File: src/rtl/upd_pkg.sv
// Package: transaction types, phase encoding, character codes and digit conversion.
`timescale 1ns / 1ps

package upd_pkg;

  // Input transaction: one encoded character
  typedef struct packed {
    logic [7:0] in_byte;
    logic       in_last;
  } upd_in_t;

  // Output transaction: one decoded character
  typedef struct packed {
    logic [7:0] out_byte;
    logic       out_last;
    logic       out_truncated;
  } upd_out_t;

  // Escape tracking
  typedef enum logic [1:0] {
    PH_IDLE  = 2'd0,
    PH_PCT   = 2'd1,
    PH_DIGIT = 2'd2
  } upd_phase_t;

  // Result of decoding one character, handed to the output stage
  typedef struct packed {
    logic     emit;
    upd_out_t res;
  } upd_dec_t;

  localparam logic [7:0] CH_PLUS    = 8'h2B;
  localparam logic [7:0] CH_SPACE   = 8'h20;
  localparam logic [7:0] CH_PERCENT = 8'h25;
  localparam logic [7:0] CH_UPPER_A = 8'h41;
  localparam logic [7:0] CH_ZERO    = 8'h30;
  localparam logic [7:0] CASE_MASK  = 8'hDF;
  localparam logic [7:0] LETTER_OFS = 8'd10;

  // Lenient hex digit value, modulo 256
  function automatic logic [7:0] digit_value(input logic [7:0] d);
    logic [7:0] v;
    if (d >= CH_UPPER_A) begin
      v = (d & CASE_MASK) - CH_UPPER_A + LETTER_OFS;
    end else begin
      v = d - CH_ZERO;
    end
    return v;
  endfunction

endpackage

File: src/rtl/upd_in_stage.sv
// Input register stage: holds one accepted transaction for the decoder.
`timescale 1ns / 1ps

module upd_in_stage (
  input  logic             clk,
  input  logic             rst_n,
  input  logic             in_valid,
  output logic             in_ready,
  input  upd_pkg::upd_in_t in_data,
  input  logic             advance,
  output logic             item_valid,
  output upd_pkg::upd_in_t item
);
  import upd_pkg::*;

  logic    valid_r;
  upd_in_t data_r;

  // Take a new transaction when empty or when the held one moves on
  assign in_ready   = !valid_r || advance;
  assign item_valid = valid_r;
  assign item       = data_r;

  // Control state
  always_ff @(posedge clk) begin
    if (!rst_n) begin
      valid_r <= 1'b0;
    end else if (in_ready) begin
      valid_r <= in_valid;
    end
  end

  // Payload
  always_ff @(posedge clk) begin
    if (in_valid && in_ready) begin
      data_r <= in_data;
    end
  end

endmodule

File: src/rtl/upd_decode.sv
// Decoder: escape state machine and per-character result logic.
`timescale 1ns / 1ps

module upd_decode (
  input  logic              clk,
  input  logic              rst_n,
  input  logic              advance,
  input  upd_pkg::upd_in_t  item,
  output upd_pkg::upd_dec_t dec
);
  import upd_pkg::*;

  upd_phase_t phase_r, phase_nxt;
  logic [3:0] nibble_r, nibble_nxt;
  logic [7:0] ch;
  logic [7:0] dv;
  logic [7:0] pair;

  // Map plus to space before anything else
  assign ch   = (item.in_byte == CH_PLUS) ? CH_SPACE : item.in_byte;
  assign dv   = digit_value(ch);
  assign pair = {nibble_r, 4'b0000} + dv;

  // Next state
  always_comb begin
    phase_nxt  = PH_IDLE;
    nibble_nxt = 4'd0;
    unique case (phase_r)
      PH_PCT: begin
        if (!item.in_last) begin
          phase_nxt  = PH_DIGIT;
          nibble_nxt = dv[3:0];
        end
      end
      PH_DIGIT: begin
        phase_nxt  = PH_IDLE;
        nibble_nxt = 4'd0;
      end
      default: begin
        if (ch == CH_PERCENT) begin
          phase_nxt = item.in_last ? PH_IDLE : PH_PCT;
        end else begin
          nibble_nxt = item.in_last ? 4'd0 : nibble_r;
        end
      end
    endcase
  end

  // Result
  always_comb begin
    dec.emit              = 1'b0;
    dec.res.out_byte      = 8'd0;
    dec.res.out_last      = item.in_last;
    dec.res.out_truncated = 1'b0;
    unique case (phase_r)
      PH_PCT: begin
        dec.emit              = item.in_last;
        dec.res.out_truncated = item.in_last;
      end
      PH_DIGIT: begin
        dec.emit         = 1'b1;
        dec.res.out_byte = pair;
      end
      default: begin
        if (ch == CH_PERCENT) begin
          dec.emit              = item.in_last;
          dec.res.out_truncated = item.in_last;
        end else begin
          dec.emit         = 1'b1;
          dec.res.out_byte = ch;
        end
      end
    endcase
  end

  // Advance escape state once per consumed transaction
  always_ff @(posedge clk) begin
    if (!rst_n) begin
      phase_r  <= PH_IDLE;
      nibble_r <= 4'd0;
    end else if (advance) begin
      phase_r  <= phase_nxt;
      nibble_r <= nibble_nxt;
    end
  end

endmodule

File: src/rtl/upd_out_stage.sv
// Output register stage: holds one decoded transaction until taken.
`timescale 1ns / 1ps

module upd_out_stage (
  input  logic              clk,
  input  logic              rst_n,
  input  logic              load,
  input  upd_pkg::upd_out_t res,
  output logic              can_load,
  output logic              out_valid,
  input  logic              out_ready,
  output upd_pkg::upd_out_t out_data
);
  import upd_pkg::*;

  logic     valid_r;
  upd_out_t data_r;

  assign can_load  = !valid_r || out_ready;
  assign out_valid = valid_r;
  assign out_data  = data_r;

  // Control state
  always_ff @(posedge clk) begin
    if (!rst_n) begin
      valid_r <= 1'b0;
    end else if (can_load) begin
      valid_r <= load;
    end
  end

  // Payload
  always_ff @(posedge clk) begin
    if (load && can_load) begin
      data_r <= res;
    end
  end

endmodule

File: src/rtl/url_percent_decoder.sv
// Top level: percent decoder for form-urlencoded byte streams.
//
//   channel | direction | handshake            | payload
//   in_     | input     | in_valid / in_ready   | upd_in_t  (in_byte, in_last)
//   out_    | output    | out_valid / out_ready | upd_out_t (out_byte, out_last, out_truncated)
//
// One byte per cycle unless the output stalls; results wait in the result register until taken.
// Each byte is decoded in one pass of logic between the input and result registers.
// Synchronous active-low reset clears valids and the escape state.
// A stalled output holds its result and blocks the input register only when that
// byte would produce a result; a percent sign or first hex digit that is not last moves on regardless.
`timescale 1ns / 1ps

module url_percent_decoder (
  input  logic              clk,
  input  logic              rst_n,
  input  logic              in_valid,
  output logic              in_ready,
  input  upd_pkg::upd_in_t  in_data,
  output logic              out_valid,
  input  logic              out_ready,
  output upd_pkg::upd_out_t out_data
);
  import upd_pkg::*;

  logic     item_valid;
  upd_in_t  item;
  upd_dec_t dec;
  logic     can_load;
  logic     advance;

  // Move the held byte on when its result (if any) has room
  assign advance = item_valid && (!dec.emit || can_load);

  upd_in_stage u_in (
    .clk        (clk),
    .rst_n      (rst_n),
    .in_valid   (in_valid),
    .in_ready   (in_ready),
    .in_data    (in_data),
    .advance    (advance),
    .item_valid (item_valid),
    .item       (item)
  );

  upd_decode u_dec (
    .clk     (clk),
    .rst_n   (rst_n),
    .advance (advance),
    .item    (item),
    .dec     (dec)
  );

  upd_out_stage u_out (
    .clk       (clk),
    .rst_n     (rst_n),
    .load      (advance && dec.emit),
    .res       (dec.res),
    .can_load  (can_load),
    .out_valid (out_valid),
    .out_ready (out_ready),
    .out_data  (out_data)
  );

endmodule
File: config.mk
export PLATFORM = sky130hd
export DESIGN_NAME = url_percent_decoder
export DESIGN_NICKNAME = d
export VERILOG_FILES = /design/src/rtl/upd_pkg.sv /design/src/rtl/upd_in_stage.sv /design/src/rtl/upd_decode.sv /design/src/rtl/upd_out_stage.sv /design/src/rtl/url_percent_decoder.sv
export SDC_FILE = /design/constraint.sdc
export NUM_CORES = 1
export LEC_CHECK = 0
export ABC_AREA = 0
export BUFFER_PORTS_ARGS = -buffer_cell sky130_fd_sc_hd__buf_2
export CORE_MARGIN = 2
export CORE_UTILIZATION = 55
export DETAILED_ROUTE_END_ITERATION = 10
export MAX_ROUTING_LAYER = met4
export PLACE_DENSITY = 0.78
export SKIP_LAST_GASP = 1
export SYNTH_ARGS = -nofsm -noshare
export SYNTH_HDL_FRONTEND = slang
export SYNTH_SLANG_ARGS = --single-unit
export TNS_END_PERCENT = 50
File: constraint.sdc
create_clock -name clk -period 6.3 [get_ports clk]
set_clock_uncertainty 0.15 [all_clocks]
set_input_delay 0.315 -clock clk [delete_from_list [all_inputs] [get_ports clk]]
set_output_delay 0.315 -clock clk [all_outputs]
set_load 0.05 [all_outputs]
==> flow_summary.toml <==
[outcome]
status = "finished with violations"
violations = "design-rule violations, negative hold slack"

[placement]
gp_congestion = 0.908
dp_cells = 206
io_buffer_count = 24
place_ws_ns = 2.64
place_hpwl_um = 2530
place_area_mm2 = 0.00177

[clock_network]
clock_sinks = 27
cts_resized = 0
clk_pin_slew_ns = 0.14
cts_buffer_depth = 2
cts_root_buffer = "clkbuf_4"
cts_tree = "yes"
insertion_delay_ns = 0.33
cts_buffers = 3
htreeDepth = 1

[logic_synthesis]
synth_compound_area_frac = 0.193
synth_edf_count = 19
synth.avg_cell_area_um2 = 10.5
yosys.area_share.simple = 0.160
synth_top_family_by_area = "compound AO/OA/AOI/OAI gates"
synth_cells = 156
synth-xor-area-share = 0.0320
synthTopCellsByArea = "edfxtp_1 (35%), ha_1 (11%), dfxtp_1 (9.7%), nand2_1 (3.4%), xnor2_1 (3.2%)"
yosysTopAreaCell = "edfxtp_1"
ys.warnings.count = 0
synth_fa_ha_area_frac = 0.119
syn-num-nets = 184
yosysSeqAreaShare = 0.445
ys.flop_type = "edfxtp_1"
netlist_area_mm2 = 0.00164
async_flop_share = 0
synth_mux_area_frac = 0.00609
ys_types = 43
synth_top_area_frac = 0.347
ys_seq_elements = 27

[floorplan]
dieWidth_um = 58.7
row_count = 19
ios = 25
start_util = 0.586
fp.dieH_um = 58.7
core_mm2 = 0.00281
die-area_mm2 = 0.00344

[final_layout]
drive_above_1_share = 0.180
antenna_cells = 0
nets = 212
stdcell_count = 214
stdcell_area_mm2 = 0.00183
num-fill-cells = 235
syn2layout_area_growth_pct = 11.7

[routing]
routedWlPerCell_um = 15.5
num_vias = 1255
antenna_left = 0
drt-total-wl_um = 3330
dr.pass1.iters = 8
dr.first_iter.drc_count = 64
drc_errors = 3
via_per_inst = 5.86

[global_route]
grt_pass1_vias = 1148
grt_use_total = 0.210
grt-ovfl-total = 0
grt_pass1_wl_um = 5290
grt_start_max_net_pins = 16
antenna_found_initial = 0

[setup_path]
worstSetupStartpointType = "flip-flop"
path_buf_inv = 0
critical-path-top-delay-family = "compound AO/OA/AOI/OAI gates"
ff2ff_path_depth = 11
critPathMaxStageDelay_ns = 0.66
end_kind = "flip-flop"
crit_required_ns = 6.25
worstSetupStartpoint = "u_in.item[2]$_DFFE_PP_"
slowest_stage = "or2_0"
critPathMaxFanout = 15
critPathArrivalTime_ns = 3.68
criticalPathCategory = "reg -> reg"
reg2reg_to = "u_out.out_data[9]$_DFFE_PP_"
r2r_slack_ns = 2.57
rr_startpoint = "u_in.item[2]$_DFFE_PP_"
cp_cell_sequence = "ha_1, nand4b_4, or2_0, a21oi_2, o31ai_1, ha_1, a21o_1, a21oi_1, xnor2_1, xnor2_1, o21ai_1"

[job]
cap_violations = 0

[sta]
report.final.slew_viol_count = 0
fin_tns_setup_ns = 0
period_share = 0.592
rsz0062_at_grt = "no"
setup_violations = 0
tightest_slew_ns = 0.843
setup_slack_ns = 2.57
whs_ns = -0.0000498
finalHoldViolCount = 1
finalCriticalPeriod_ns = 3.73
slew_headroom = 0.438
fmax_ghz = 0.268

[worst_hold_path]
hp-class = "in -> reg"
hp-start = "in_data[3]"
holdPathStages = 1
hold_end = "u_in.item[3]$_DFFE_PP_"

[power_and_ir_drop]
power_density_mw_per_mm2 = 186
vdd_drop_max_mv = 0.104
p_leak_nw = 0.764
worst register-to-register path, cell delays in order (launching register included):
cell      delay (ns)
edfxtp_1        0.54
ha_1            0.27
nand4b_4        0.11
or2_0           0.66
a21oi_2         0.25
o31ai_1         0.51
ha_1            0.33
a21o_1          0.16
a21oi_1         0.16
xnor2_1         0.15
xnor2_1         0.14
o21ai_1         0.07
cell type report:
type | count | area, µm² | area share
inverter | 11 | 41.3 | 0.0225
sequential | 27 | 731 | 0.398
multi-input combinational | 113 | 837 | 0.456
timing repair buffer | 28 | 160 | 0.0873
tap | 31 | 38.8 | 0.0211
clock buffer | 4 | 26.3 | 0.0143
report_power, final:
group | switching, mW | internal [mW] | total (mW)
logic | 0.0386 | 0.0222 | 0.0608
registers | 0.00669 | 0.198 | 0.205
clock network | 0.0500 | 0.0249 | 0.0748
metal layers:
metal / part of all wire / global-route usage / vias up
met2: 0.49 / 0.345 / 56
met5: 0 / - / -
li1: - / - / 621
met1: 0.44 / 0.268 / 563
met4: 0.027 / 0.0714 / 0
met3: 0.049 / 0.0308 / 15
synth_stat cells, types with 2 or more instances:
library cell / count
a22o_1: 3
dfxtp_1: 8
o31ai_1: 3
nor2b_1: 4
edfxtp_1: 19
clkbuf_1: 3
buf_6: 2
ha_1: 14
o22ai_1: 2
inv_1: 11
a21oi_1: 9
nand3_1: 7
xnor2_1: 6
nand2b_1: 3
a21boi_0: 4
nand2_1: 15
o21ai_0: 9
o21ai_1: 2
a32o_1: 2
nor2_1: 2
a21boi_1: 2
and2_1: 5
what timing repair did:
action | 4_1_cts | 5_1_grt
hold buffers | 0 | 4
endpoints found under the hold margin | 0 | 4
buffers inserted | 0 | 0
cells by family (layout without fill, tap and decap cells):
group / after synthesis / in the layout
muxes: 1 / 1
buffers and inverters: 16 / 43
xor gates and xnor gates: 6 / 6
adders and majority gates: 15 / 15
and+or+nand+nor: 46 / 46
AOI/OAI and AO/OA: 45 / 45
DFF: 27 / 27
flip-flops by register name (all words and copies together) (netlist names):
name             count
u_in.item_valid      1
u_dec.nibble_r       4
u_in.item            9
u_dec.phase_r        2
u_out.out_data      10
u_out.out_valid      1
metrics by stage:
stage | hold WS [ns] | utilization | total power [mW]
3_3_place_gp | 0.312 | 0.630 | 0.265
5_1_grt | 0.00144 | 0.654 | 0.354
2_1_floorplan | 0.264 | - | 0.252
3_5_place_dp | 0.334 | 0.630 | 0.267
6_report | -0.0000498 | 0.654 | 0.341
4_1_cts | 0.00113 | 0.640 | 0.339
cells in the final DEF, fill, tap and decap left out, types with 3 or more instances in the layout:
master         instances
and2_1                 5
edfxtp_1              19
inv_1                 11
nand2b_1               3
a21boi_0               4
clkbuf_4               3
o21ai_0                9
nand3_1                7
o31ai_1                3
dlygate4sd3_1          4
a21oi_1                9
ha_1                  14
dfxtp_1                8
buf_2                 24
nor2b_1                4
a22o_1                 3
xnor2_1                6
nand2_1               15
worst max path at each step:
stage / cells after the start / to / slack (ns)
detailed placement: 11 / u_out.out_data[9]$_DFFE_PP_ / 2.64
floorplan: 13 / u_out.out_data[9]$_DFFE_PP_ / 3.17
global placement: 11 / u_out.out_data[9]$_DFFE_PP_ / 2.83
global route: 12 / u_out.out_data[9]$_DFFE_PP_ / 2.34
CTS: 11 / u_out.out_data[9]$_DFFE_PP_ / 2.61
finish: 11 / u_out.out_data[9]$_DFFE_PP_ / 2.57
Power figures use the tool's default switching activity.
